===== src/design/cdr_ram.sv =====
// Generic single-write, single-read synchronous RAM with registered read data.
module cdr_ram #(
    parameter int WIDTH = 8,
    parameter int DEPTH = 512
) (
    input  logic                     i_clk,
    input  logic                     i_we,
    input  logic [$clog2(DEPTH)-1:0] i_waddr,
    input  logic [WIDTH-1:0]         i_wdata,
    input  logic [$clog2(DEPTH)-1:0] i_raddr,
    output logic [WIDTH-1:0]         o_rdata
);

    logic [WIDTH-1:0] r_mem [DEPTH];
    logic [WIDTH-1:0] r_rdata;

    always_ff @(posedge i_clk) begin
        if (i_we) begin
            r_mem[i_waddr] <= i_wdata;
        end
        r_rdata <= r_mem[i_raddr];
    end

    assign o_rdata = r_rdata;

endmodule


===== config.mk =====
export PLATFORM = sky130hd
export DESIGN_NAME = cdr_ram
export DESIGN_NICKNAME = d
export VERILOG_FILES = /design/src/design/cdr_ram.sv
export SDC_FILE = /design/constraint.sdc
export NUM_CORES = 2
export LEC_CHECK = 0
export BUFFER_PORTS_ARGS = -buffer_cell sky130_fd_sc_hd__buf_2
export CAP_MARGIN = 20
export CORE_UTILIZATION = 50
export CTS_BUF_LIST = sky130_fd_sc_hd__clkbuf_16
export CTS_CLUSTER_DIAMETER = 60
export DETAILED_ROUTE_END_ITERATION = 7
export PLACE_DENSITY = 0.69
export SLEW_MARGIN = 40
export SYNTH_ARGS = -nofsm -noshare
export SYNTH_HDL_FRONTEND = slang
export SYNTH_SLANG_ARGS = --single-unit

===== constraint.sdc =====
create_clock -name i_clk -period 3.9 [get_ports i_clk]
set_clock_uncertainty 0.15 [all_clocks]
set_input_delay 0.975 -clock i_clk [delete_from_list [all_inputs] [get_ports i_clk]]
set_output_delay 0.975 -clock i_clk [all_outputs]
set_load 0.02 [all_outputs]

==> out/qor.txt <==
=======================================================================================
Fraction of the yosys area taken by sequential cells                              77.0%
GRT Total Usage                                                                   25.7%
Via count                                                                         85537
Terminating pin of the worst hold path                                     r_mem[176][0]
Area of the die                                                              322000 um2
Share of the core filled with cells in the final layout                           58.0%
Number of violations reported at the end of detailed-routing iteration 0          11866
FF+latch count, synth                                                              4104
GR Layer Usage met3                                                               4.74%
First-pass GRT wire length                                                    602000 um
Clock latency of the later-clocked register in the worst-skew pair              1010 ps
Rel. slew slack                                                                   38.3%
Share of synthesized registers carrying an async set or reset                        0%
Power density over the cells                                                 495 nW/um2
Min Hold Slack                                                                   211 ps
Outcome                                                                    finished clean
Maximum frequency from static timing analysis                                 0.262 GHz
TritonCTS clock tree                                                              built
Buffer levels on the longest clock path                                               4
Antenna violations before repair                                                     23
Pre-antenna DRT Iters                                                                 6
Reg-to-Reg End                                                               o_rdata[2]
Gp weighted congestion                                                            0.910
Pins Over Slew Limit                                                                  0
Cells after Synth                                                                  8030
Worst Setup Path Type                                                            in2reg
Combined area of all synthesized cells                                       160000 um2
Chip width                                                                       568 um
Maximum number of pins on one net before global-route repair                        125
Post-synthesis net count                                                           8058
Number of failing hold endpoints at the final stage                                   0
Static Leak                                                                     60.4 nW
Worst EP arrival                                                                4540 ps
CP endpoint kind                                                              flip-flop
Global-route met1 utilization                                                     36.1%
Average cell area after synthesis                                              19.9 um2
Num CTS Buffers                                                                     408
R2R cell count                                                                        9
Final Instance Count excl. Fillers                                                13402
Half-perimeter wire length after placement                                    266000 um
Average via count per standard cell                                                6.38
Synth area leaders                                                         sky130_fd_sc_hd__edfxtp_1 77%, sky130_fd_sc_hd__mux4_2 9.2%, sky130_fd_sc_hd__mux2i_1 5.0%, sky130_fd_sc_hd__o221ai_1 2.0%, sky130_fd_sc_hd__nor2_1 1.4%
CTS Sinks                                                                          4104
Max-cap violations                                                                    0
Final setup fails                                                                     0
Drt total wl                                                                  419000 um
Post-CTS Hold Fix Bufs                                                                0
Clock root cell                                                            sky130_fd_sc_hd__clkbuf_16
Height of the die                                                                568 um
Initial core utilization                                                          50.3%
DRC viols                                                                             0
Busiest layer in global routing                                                    met2
Number of warnings issued by yosys                                                    0
Most common flop cell mapped by yosys                                      sky130_fd_sc_hd__edfxtp_1
Number of unique standard cell types used by synthesis                               51
# fillers                                                                         22684
Relative area change from synthesis to final layout                               15.4%
Required time of the critical path                                              4620 ps
Startpoint type of the worst setup path                                       input pin
Number of rows created at floorplan                                                 207
Number of post-CTS setup repair buffers                                               0
Area of all placed cells without fillers                                     185000 um2
Placed cell area                                                             171000 um2
Library cell occupying the most area in the post-synthesis netlist         sky130_fd_sc_hd__edfxtp_1
Ranking of synthesized cells by instance count                             4096 x sky130_fd_sc_hd__edfxtp_1, 797 x sky130_fd_sc_hd__mux2i_1, 654 x sky130_fd_sc_hd__mux4_2
Fraction of layout cells with a size suffix above 1                               24.4%
Vias in the first global route                                                    85042
Global-route congestion overflow total                                                0
Met2 demand-to-capacity share in global routing                                   41.0%
Number of H-tree levels                                                               5
Critical register-to-register path startpoint                              r_mem[283][2]
Area of the core                                                             318000 um2
Number of nets still failing antenna checks after routing                             0
Final critical-path required period                                             3810 ps
Hold_sp                                                                      i_wdata[0]
Setup repair after global routing missed its margin                                  no
Placed instance count                                                             12646
Peak supply drop                                                               0.405 mV
Part of the cycle the worst path needs                                            97.8%
Cell with the most instances after synthesis                               sky130_fd_sc_hd__edfxtp_1
Post-CTS Resized                                                                      0
Buffers on Ports                                                                     35
Net total in the final layout                                                      8906
Fraction of post-synthesis cell area in the top cell type by area                 76.9%
Number of flops mapped to enable cells by yosys                                    4096
Routed length per instance                                                      31.3 um
Worst-path maximum fanout                                                            29
Worst-case register-to-register setup slack                                      530 ps
Transition time at the pin with the least slew margin                            916 ps
Type of the worst min-delay path                                                 in2reg
Post-Route Setup TNS                                                               0 ps
Min-Delay Path Depth                                                                  1
Reg clk slew, reported paths                                                      60 ps
IO Pins                                                                              36
=======================================================================================
logic make-up after synthesis:
group | after synthesis | share of synthesized area, %
buffers and inverters | 516 | 1.85
AOI/OAI and AO/OA | 979 | 4.31
muxes | 1451 | 14.2
and+or+nand+nor | 980 | 2.63
DFF | 4104 | 77.0
layout make-up:
type                            count  area, um2  area share [%]
Inverter                            3       18.8          0.0102
Multi-Input combinational cell   3410      34100            18.5
Clock buffer                      409      10200            5.55
Clock inverter                    339       2810            1.52
Tap cell                         4180       5230            2.83
Antenna cell                        6       15.0         0.00814
Sequential cell                  4104     123000            66.7
Timing Repair Buffer              951       8960            4.86
state kept, by name, indices dropped and copies added, names as in the netlist:
| name | count |
|---|---|
| r_mem | 4096 |
| o_rdata | 8 |
stage by stage:
stage                     power [mW]  setup WS (ps)
final                           91.4           85.3
after global routing            93.5            130
after CTS                       91.7            336
after detailed placement        54.3           -654
after global placement          54.2           -724
after floorplan                 51.9            803
critical path, cell delays in order:
cell	delay [ps]
sky130_fd_sc_hd__buf_12	200
sky130_fd_sc_hd__buf_12	220
sky130_fd_sc_hd__buf_12	240
sky130_fd_sc_hd__mux2i_1	110
sky130_fd_sc_hd__o221ai_1	300
sky130_fd_sc_hd__buf_4	180
sky130_fd_sc_hd__a21oi_1	100
sky130_fd_sc_hd__nor4_1	520
sky130_fd_sc_hd__buf_4	200
sky130_fd_sc_hd__nand4_1	200
sky130_fd_sc_hd__nor4_1	800
sky130_fd_sc_hd__buf_4	240
sky130_fd_sc_hd__o2111a_1	180
how the worst max path moves through the flow:
stage	start	end	slack, ps
after global placement	i_raddr[0]	o_rdata[2]	-720
final	i_raddr[0]	o_rdata[2]	90
after global routing	i_raddr[0]	o_rdata[2]	130
after floorplan	i_raddr[0]	o_rdata[0]	800
after detailed placement	i_raddr[0]	o_rdata[3]	-650
after CTS	i_raddr[0]	o_rdata[3]	340
where the power goes:
group / internal (mW) / leakage, nW / switching, mW / total (mW)
clock network: 21.0 / 6.65 / 16.9 / 37.9
registers: 48.6 / 36.9 / 0.0580 / 48.6
logic: 1.70 / 16.9 / 3.12 / 4.82
layer usage:
metal | vias to the layer above | wire length, um | part of all wire (%)
met5 | - | 30 | 0.0072
li1 | 35179 | - | -
met2 | 5047 | 200000 | 48
met3 | 787 | 42000 | 10
met1 | 44518 | 162000 | 39
met4 | 6 | 14800 | 3.5
cell usage in the layout, fill, tap and decap left out, types with 115 or more instances in the layout:
cell                        Yosys  final
sky130_fd_sc_hd__buf_12         5    138
sky130_fd_sc_hd__mux4_2       654    654
sky130_fd_sc_hd__mux2i_1      797    797
sky130_fd_sc_hd__a21oi_1      194    194
sky130_fd_sc_hd__buf_4         70    774
sky130_fd_sc_hd__nor2_1       597    564
sky130_fd_sc_hd__clkbuf_16      0    409
sky130_fd_sc_hd__edfxtp_1    4096   4096
sky130_fd_sc_hd__o221ai_1     371    371
sky130_fd_sc_hd__o21ai_0      118    115
sky130_fd_sc_hd__o22ai_1      163    163
Power figures use the tool's default switching activity.
