`src/design/cdr_pkg.sv`:
```
// Types and constants of the captive DNS responder.
package cdr_pkg;

    localparam int HDR_LEN   = 12;
    localparam int ANS_LEN   = 16;
    localparam int OUT_BYTES = 512;
    localparam int IDXW      = 9;
    localparam int LENW      = 10;

    localparam logic [7:0] FLAGS_HI  = 8'h81;
    localparam logic [7:0] FLAGS_LO  = 8'h80;
    localparam logic [7:0] PTR_HI    = 8'hC0;
    localparam logic [7:0] PTR_LO    = 8'h0C;
    localparam logic [7:0] TTL_SECS  = 8'h3C;
    localparam logic [7:0] RDATA_LEN = 8'h04;

    typedef struct packed {
        logic            vld;
        logic            from_store;
        logic            last;
        logic [IDXW-1:0] idx;
        logic [3:0]      ans_off;
    } t_emit;

endpackage

```
`src/design/cdr_packer.sv`:
```
// Reply byte formatter and 64-bit word packer with registered outputs.
module cdr_packer (
    input  logic          i_clk,
    input  logic          i_rst_n,
    input  cdr_pkg::t_emit i_emit,
    input  logic [7:0]    i_rdata,
    input  logic [31:0]   i_redirect,
    output logic          o_strobe,
    output logic [63:0]   o_reply_word,
    output logic [3:0]    o_valid_bytes,
    output logic          o_last_word
);
    import cdr_pkg::*;

    logic [7:0]  w_byte;
    logic [2:0]  w_slot;
    logic [63:0] w_acc;
    logic        w_flush;

    logic [63:0] r_acc;
    logic        r_strobe;
    logic [63:0] r_word;
    logic [3:0]  r_vb;
    logic        r_last;

    always_comb begin
        w_byte = i_rdata;
        if (i_emit.from_store) begin
            case (i_emit.idx)
                IDXW'(2):  w_byte = FLAGS_HI;
                IDXW'(3):  w_byte = FLAGS_LO;
                IDXW'(6):  w_byte = 8'h00;
                IDXW'(7):  w_byte = 8'h01;
                IDXW'(8):  w_byte = 8'h00;
                IDXW'(9):  w_byte = 8'h00;
                IDXW'(10): w_byte = 8'h00;
                IDXW'(11): w_byte = 8'h00;
                default:   w_byte = i_rdata;
            endcase
        end else begin
            case (i_emit.ans_off)
                4'd0:    w_byte = PTR_HI;
                4'd1:    w_byte = PTR_LO;
                4'd3:    w_byte = 8'h01;
                4'd5:    w_byte = 8'h01;
                4'd9:    w_byte = TTL_SECS;
                4'd11:   w_byte = RDATA_LEN;
                4'd12:   w_byte = i_redirect[31:24];
                4'd13:   w_byte = i_redirect[23:16];
                4'd14:   w_byte = i_redirect[15:8];
                4'd15:   w_byte = i_redirect[7:0];
                default: w_byte = 8'h00;
            endcase
        end
    end

    assign w_slot  = i_emit.idx[2:0];
    assign w_acc   = ((w_slot == 3'd0) ? 64'd0 : r_acc) |
                     ({56'd0, w_byte} << {~w_slot, 3'b000});
    assign w_flush = i_emit.vld && ((w_slot == 3'd7) || i_emit.last);

    always_ff @(posedge i_clk) begin
        if (!i_rst_n) begin
            r_strobe <= 1'b0;
        end else begin
            r_strobe <= w_flush;
        end
        if (i_emit.vld) begin
            r_acc <= w_acc;
        end
        if (w_flush) begin
            r_word <= w_acc;
            r_vb   <= {1'b0, w_slot} + 4'd1;
            r_last <= i_emit.last;
        end
    end

    assign o_strobe      = r_strobe;
    assign o_reply_word  = r_word;
    assign o_valid_bytes = r_vb;
    assign o_last_word   = r_last;

endmodule

```
`config.mk`:
```
export PLATFORM = sky130hd
export DESIGN_NAME = cdr_packer
export DESIGN_NICKNAME = d
export VERILOG_FILES = /design/src/design/cdr_pkg.sv /design/src/design/cdr_packer.sv
export SDC_FILE = /design/constraint.sdc
export NUM_CORES = 1
export LEC_CHECK = 0
export BUFFER_PORTS_ARGS = -buffer_cell sky130_fd_sc_hd__buf_2
export CAP_MARGIN = 20
export CORE_ASPECT_RATIO = 0.8
export CORE_UTILIZATION = 40
export CTS_CLUSTER_DIAMETER = 40
export DETAILED_ROUTE_END_ITERATION = 12
export PLACE_DENSITY = 0.74
export SLEW_MARGIN = 10
export SYNTH_ARGS = -nofsm -noshare
export SYNTH_HDL_FRONTEND = slang
export SYNTH_SLANG_ARGS = --single-unit
```
`constraint.sdc`:
```
create_clock -name i_clk -period 3.7 [get_ports i_clk]
set_input_delay 0.555 -clock i_clk [delete_from_list [all_inputs] [get_ports i_clk]]
set_output_delay 0.555 -clock i_clk [all_outputs]
set_load 0.01 [all_outputs]
```
==> impl_metrics.toml, run 1 <==
[finish]
drive_gt1_share_pct = 31.48
seq_area_um2 = 4014
nets = 609
area_delta_synth_final_pct = 24.11
nFillCells = 1209
n_antenna_cell = 0
stdcell_count = 739
multi_input_area_um2 = 1470

[clock_network]
ctsHoldBuffers = 0
postCtsResizedCells = 0
cts_tree = "done"
clkSinkCount = 134
post_cts_buffers = 0
numCtsBuffers = 17
clockBufferDepth = 2
htreeDepth = 4
insertion_delay_ps = 410
cts_root_buf = "clkbuf_16"
clk_pin_slew_worst_paths_ps = 60

[setup_path]
required_ps = 3900
startpoint_type = "input pin"
crit_arrival_ps = 2710
end_kind = "flip-flop"
crit_type = "in2reg"
crit_fanout = 9

[yosys]
syn_area_per_cell_um2 = 13.35
seq_area_frac_synth_pct = 71.94
synth.ff_latch_count = 134
async_reset_ff_share_pct = 0
yosys.area.top_type = "edfxtp_1"
synth_most_common_cell = "edfxtp_1"
ys_warn_count = 0
synth_edf_count = 133
synth_cell_type_count = 47
syn_inst = 418
syn-num-nets = 481
ys.flop_type = "edfxtp_1"
synth.top_cell.area_share_pct = 71.59
synthTopCellsByCount = "edfxtp_1 (133), o21ai_0 (67), nand2_1 (57), nor2_1 (23), nor3_1 (21)"
synth_area_leaders = "edfxtp_1 (72%), o21ai_0 (6.0%), nand2_1 (3.8%)"
synth_area_um2 = 5579

[job]
cap_violations = 0

[placed_design]
dp_slack_ps = 830.8
portBuffers = 127
post-dp-hpwl_um = 8515
placed_cells_incl_taps = 707
gp_congestion = 0.8041

[die]
die_area_um2 = 14430
chipHeight_um = 107.6
ioPinCount = 128
start_util_pct = 41.03
rows = 38
die_w_um = 134.0
core_um2 = 13600

[sta]
finalSetupTns_ps = 0
worst_pin_slew_ps = 1018
drv_slew = 0
max_freq_ghz = 0.3993
skew_ps = 4.193
holdWs_ps = 348.9
setup_viol = 0
rsz0062_at_grt = "no"
period_share_pct = 67.68
maxSlewHeadroom_pct = 32.11
post-route-min-period_ps = 2504
hold_violations = 0
setup_ws_ps = 1196

[grt]
grt_pass1_wl_um = 20180
grt_max_degree = 71
grt_pass1_vias = 3814
gr-total-overflow = 0
antenna_found_initial = 0
grt.total_usage_pct = 18.87

[routing]
viasPerCell = 5.341
num_vias = 3947
wl_per_cell_um = 17.71
drt_iter0_drc = 339
antenna_left = 0
drt_pass1_iterations = 5
post-route-drc-count = 0
routed_wl_um = 13090

[outcome]
status = "completed"

[power_and_ir_drop]
powerDensity_nw_per_um2 = 538.3
totalPowerFinal_mw = 3.727
p_leak_nw = 2.713
ir_drop_mv = 0.3772

[hold_path]
worstHoldPathType = "in2reg"
-- registers in the layout, summed over array words and instances (netlist names) --
| register | flops |
|---|---|
| o_last_word | 1 |
| o_valid_bytes | 4 |
| r_acc | 64 |
| o_reply_word | 64 |
| o_strobe | 1 |
-- cells by family (layout without fill, tap and decap cells) --
logic type,count (synthesis),after routing,share of synthesized area [%]
simple gates,145,145,12.45
flops,134,134,71.94
fa+ha+maj,5,5,1.121
buf+inv,26,167,1.884
compound gates,98,98,10.56
mux,10,10,2.041
-- stage by stage --
stage	cell area (µm²)	utilization (%)
floorplan	5579	-
global placement	6382	46.94
detailed placement	6382	46.94
CTS	6924	50.92
global route	6924	50.92
finish	6924	50.92
-- where the power goes --
group          switching, mW  internal [mW]  leakage, nW
registers             0.0352           1.82         1.31
clock network          0.619          0.914        0.263
logic                  0.226          0.118         1.14
-- area by class of cell --
class / instances / share of cell area [%]
sequential: 134 / 57.97
multi-input combinational: 258 / 21.23
timing repair buffer: 129 / 9.396
clock buffer: 18 / 6.198
tap: 180 / 3.253
clock inverter: 14 / 1.626
inverter: 6 / 0.3253
-- cells in the final DEF, fill, tap and decap left out, types with 6 or more instances in the layout --
cell / synthesis / final
edfxtp_1: 133 / 133
buf_2: 3 / 127
o21ai_0: 67 / 67
nand2_1: 57 / 57
nor2_1: 23 / 23
nor3_1: 21 / 21
clkbuf_16: 0 / 17
a21oi_1: 8 / 8
mux2i_1: 8 / 8
or3_1: 7 / 7
inv_1: 6 / 6
nand3_1: 6 / 6
and3_1: 6 / 6
clkinv_2: 0 / 6
-- final timing paths --
check / from / to / slack (ps) / depth (start not counted)
max: i_emit[4] / o_reply_word[49]$_DFFE_PP_ / 1200 / 8
min: i_rst_n / o_strobe$_SDFF_PN0_ / 350 / 2
max reg2reg: r_acc[29]$_DFFE_PP_ / r_acc[29]$_DFFE_PP_ / 2690 / 2
min reg2reg: r_acc[35]$_DFFE_PP_ / o_reply_word[35]$_DFFE_PP_ / 570 / 2
-- critical path, stage by stage --
cell and delay, ps:
buf_2 160, inv_1 150, ha_1 270, o21ai_0 320
a211oi_4 160, a211oi_1 680, nor2_4 100, o21ai_0 300
-- metal layers --
metal / global-route usage, % / routed length [µm]
met5: 0 / 0
met4: 7.464 / 238
met3: 4.237 / 621
met2: 30.46 / 6390
met1: 24.84 / 5837
Note: power is estimated with default switching activity, not from simulation.
==> run 2, diff against run 1 <==
clock period = 2.5 ns   (was 3.7 ns; I/O delays follow)
==> run 2 against run 1 <==
Net effect:
- die area unchanged
- via count down 0.51%
- critical endpoint is now r_acc[33]$_DFFE_PP_
- non-clock buffer count up 7
- largest cell class unchanged
- clock power up 41%
- sequential power up 48%
- routed wire length down 1.5%
==> impl_metrics.toml, run 2 (synthesized netlist as in run 1, its figures left out) <==
[placed_design]
placed_cells_incl_taps = 714
post-dp-hpwl_um = 8696
gp_congestion = 0.8433
portBuffers = 127
placed_area_um2 = 6435

[sta]
worst_pin_slew_ps = 1010
hold_violations = 0
drv_slew = 0
skew_ps = 5.023
maxSlewHeadroom_pct = 32.69
setup_viol = 0
rsz0062_at_grt = "no"
period_share_pct = 89.11
finalSetupTns_ps = 0
post-route-min-period_ps = 2228
max_freq_ghz = 0.4489

[clock_network]
clkSinkCount = 134
post_cts_buffers = 0
cts_root_buf = "clkbuf_16"
cts_tree = "done"
numCtsBuffers = 17
postCtsResizedCells = 0
clockBufferDepth = 2
clk_pin_slew_worst_paths_ps = 50
insertion_delay_ps = 410
ctsHoldBuffers = 0
htreeDepth = 4

[setup_path]
cp_slowest_cell = "a211oi_1"
required_ps = 2720
crit_fanout = 8
cp_cell_sequence = "buf_2, inv_1, ha_1, o21ai_0, a211oi_4, a211oi_1, nor2_4, o21ai_0"
startpoint_type = "input pin"
slowest_delay_ps = 680
end_kind = "flip-flop"
crit_type = "in2reg"
crit_arrival_ps = 2450
worst_path_most_repeated_cell = "o21ai_0"

[finish]
n_antenna_cell = 0
seq_area_um2 = 4014
area_delta_synth_final_pct = 24.62
nFillCells = 1202
final_cell_mix = "edfxtp_1 (133), buf_2 (127), o21ai_0 (67)"
drive_gt1_share_pct = 32.33
nets = 616
stdcell_count = 746
multi_input_area_um2 = 1470
final_common_cell = "edfxtp_1"
final_area_um2 = 6953

[outcome]
status = "completed"

[die]
ioPinCount = 128
chipHeight_um = 107.6
rows = 38
core_um2 = 13600
start_util_pct = 41.03
die_area_um2 = 14430
die_w_um = 134.0

[grt]
grt_pass1_vias = 3842
grt_pass1_wl_um = 20610
gr-total-overflow = 0
grtUsageMet2_pct = 32.31
met1_usage_pct = 24.51
antenna_found_initial = 0
met3_usage_pct = 5.132
grt_max_degree = 71
top_usage_layer = "met2"
grt.total_usage_pct = 19.30

[routing]
num_vias = 3927
drt_pass1_iterations = 5
viasPerCell = 5.264
post-route-drc-count = 0
antenna_left = 0
wl_per_cell_um = 17.29
drt_iter0_drc = 368
routed_wl_um = 12900

[power_and_ir_drop]
pwr-share-seq_pct = 50.5
swShare_pct = 23.94
p_sw_mw = 1.297
p_leak_nw = 2.728
comb_power_share_pct = 9.5
clkPwrFrac_pct = 40.0
internal_power_mw = 4.119
ir_drop_mv = 0.5333
powerDensity_nw_per_um2 = 778.9

[job]
cap_violations = 0

[hold_path]
worstHoldPathType = "in2reg"
[run 2: power by group through the flow]
stage	logic, mW	clock network (mW)	registers [mW]
after floorplan	0.241	0	2.81
after global placement	0.495	0	2.78
after detailed placement	0.514	0	2.78
after CTS	0.519	2.21	2.74
after global routing	0.575	2.30	2.75
final	0.515	2.16	2.74
[run 2: through the flow]
stage / total power, mW / worst slack (ps) / hold WS (ps) / util [%]
global route: 5.623 / 121.0 / 155.4 / 51.13
finish: 5.415 / 272.2 / 165.1 / 51.13
CTS: 5.463 / 308.9 / 144.9 / 51.13
floorplan: 3.048 / 410.4 / 473.9 / -
detailed placement: 3.295 / -114.0 / 551.6 / 47.32
global placement: 3.272 / 95.50 / 539.4 / 47.32
[run 2: worst max-delay path, delay by kind of cell]
kind / cells / cell delay [ps]
compound gates: 4 / 1470
buf+inv: 2 / 260
simple gates: 1 / 110
fa+ha+maj: 1 / 240
[run 2: path summary, 6_finish.rpt]
| kind | depth (start not counted) | slack, ps | startpoint | end |
|---|---|---|---|---|
| setup / recovery | 8 | 270 | i_emit[4] | r_acc[33]$_DFFE_PP_ |
| hold / removal | 2 | 170 | i_rst_n | o_strobe$_SDFF_PN0_ |
| setup reg to reg | 2 | 1540 | r_acc[8]$_DFFE_PP_ | r_acc[8]$_DFFE_PP_ |
| hold reg to reg | 2 | 570 | r_acc[1]$_DFFE_PP_ | o_reply_word[1]$_DFFE_PP_ |
[run 2: area by class of cell]
type	instances	share of cell area, %
Sequential cell	134	57.73
Timing Repair Buffer	136	10.11
Clock buffer	18	6.172
Multi-Input combinational cell	258	21.14
Clock inverter	14	1.278
Tap cell	180	3.239
Inverter	6	0.3239
[run 2: routing by layer]
layer	share of wire [%]	wire length [µm]
met2	50	6427
met1	43	5584
met3	5.6	717
met4	1.3	169
met5	0	0
==> run 3, diff against run 2 <==
CORE_MARGIN = 3   (was default)
==> run 3 against run 2 <==
Net effect:
- clock skew is 0.61 ps higher
- critical path type unchanged
- sequential share of layout area is 0.74 points lower
- sequential power hardly changed
- global-route usage is 2.0 points lower
- design area is 1.3% higher
- first-iteration DRC count is 7.1% lower
- core utilization is 2.1 points higher
- routed wire length is 4.0% higher
- critical path depth stayed put
- non-clock buffer count is 3 lower
- via count is 0.71% higher
- largest power group unchanged
- combinational power hardly changed
==> impl_metrics.toml, run 3 (synthesized netlist as in run 1, its figures left out) <==
[outcome]
status = "completed"

[power_and_ir_drop]
totalPowerFinal_mw = 5.906
internal_power_mw = 4.627
swShare_pct = 21.66
comb_power_share_pct = 8.7
powerDensity_nw_per_um2 = 838.6
ir_drop_mv = 0.5701
pwr-share-seq_pct = 46.4
clkPwrFrac_pct = 44.9
p_leak_nw = 2.781
p_sw_mw = 1.279

[clock_network]
htreeDepth = 4
clkSinkCount = 134
postCtsResizedCells = 0
post_cts_buffers = 0
cts_tree = "done"
ctsHoldBuffers = 0
clk_pin_slew_worst_paths_ps = 60
numCtsBuffers = 17
clockBufferDepth = 2
insertion_delay_ps = 400
cts_root_buf = "clkbuf_16"

[routing]
post-route-drc-count = 0
routed_wl_um = 13420
num_vias = 3955
drt_pass1_iterations = 5
drt_iter0_drc = 342
antenna_left = 0
wl_per_cell_um = 18.18
viasPerCell = 5.359

[die]
start_util_pct = 42.14
die_w_um = 138.0
die_area_um2 = 15410
chipHeight_um = 111.6
core_um2 = 13240
rows = 37
ioPinCount = 128

[placed_design]
post-dp-hpwl_um = 8945
gp_congestion = 0.8115
placed_cells_incl_taps = 706
portBuffers = 127

[grt]
top_usage_layer = "met2"
grt_pass1_wl_um = 20580
grtUsageMet2_pct = 27.99
met1_usage_pct = 23.35
antenna_found_initial = 0
met3_usage_pct = 4.380
grt.total_usage_pct = 17.30
grt_pass1_vias = 3840
grt_max_degree = 71
gr-total-overflow = 0

[sta]
max_freq_ghz = 0.4504
maxSlewHeadroom_pct = 31.99
drv_slew = 0
rsz0062_at_grt = "no"
skew_ps = 5.637
worst_pin_slew_ps = 1020
period_share_pct = 88.81
hold_violations = 0
setup_viol = 0
post-route-min-period_ps = 2220

[finish]
multi_input_area_um2 = 1470
nets = 613
final_cell_mix = "edfxtp_1 (133), buf_2 (127), o21ai_0 (67)"
stdcell_count = 738
nFillCells = 1134
final_common_cell = "edfxtp_1"
n_antenna_cell = 0
drive_gt1_share_pct = 31.97
seq_area_um2 = 4014
area_delta_synth_final_pct = 26.24

[setup_path]
crit_arrival_ps = 2440
critical_path.startpoint = "i_emit[4]"
worst_path_most_repeated_cell = "o21ai_0"
r2r_start = "r_acc[11]$_DFFE_PP_"
startpoint_type = "input pin"
crit_fanout = 8
cp_slowest_cell = "a211oi_1"
critPathTopFamily = "compound AO/OA/AOI/OAI gates"
end_kind = "flip-flop"
required_ps = 2720
cp_cell_sequence = "buf_2, inv_1, ha_1, o21ai_0, a211oi_4, a211oi_1, nor2_4, o21ai_0"
crit_buf_inv = 2
cp.depth = 8
crit_type = "in2reg"
r2r_cells = 2
slowest_delay_ps = 650

[hold_path]
min-delay-start = "i_rst_n"
worstHoldPathType = "in2reg"
hold_path_depth = 2

[job]
cap_violations = 0
run 3: metal layers:
layer / vias to the layer above / routed length [µm]
met5: - / 0
met3: 17 / 739
met1: 1946 / 5995
met2: 151 / 6532
met4: 0 / 148
li1: 1841 / -
run 3: final timing paths:
kind / to / slack, ps
worst min-delay path: o_strobe$_SDFF_PN0_ / 160
worst max register to register: o_reply_word[11]$_DFFE_PP_ / 1490
worst max-delay path: r_acc[41]$_DFFE_PP_ / 280
worst min register to register: o_reply_word[36]$_DFFE_PP_ / 560
run 3: cell type report:
cell class / instances / area share (%)
sequential: 134 / 56.99
multi-input combinational: 258 / 20.87
timing repair buffer: 133 / 9.664
clock buffer: 18 / 6.093
tap: 175 / 3.109
clock inverter: 14 / 2.949
inverter: 6 / 0.3198
run 3: power groups by stage:
| stage | clock [mW] | sequential, mW | combinational [mW] |
|---|---|---|---|
| final | 2.65 | 2.74 | 0.517 |
| after floorplan | 0 | 2.81 | 0.241 |
| after global routing | 2.80 | 2.75 | 0.573 |
| after global placement | 0 | 2.78 | 0.494 |
| after CTS | 2.70 | 2.74 | 0.519 |
| after detailed placement | 0 | 2.78 | 0.513 |
run 3: through the flow:
step	setup WS (ps)	instance area, µm²	util [%]	setup TNS [ps]	hold WS (ps)
after detailed placement	-73.43	6406	48.38	-415.9	557.0
after floorplan	410.4	5580	-	0	473.9
after global routing	180.6	7043	53.19	0	169.7
final	279.8	7043	53.19	0	157.6
after CTS	325.2	7043	53.19	0	149.6
after global placement	79.51	6406	48.38	0	539.4
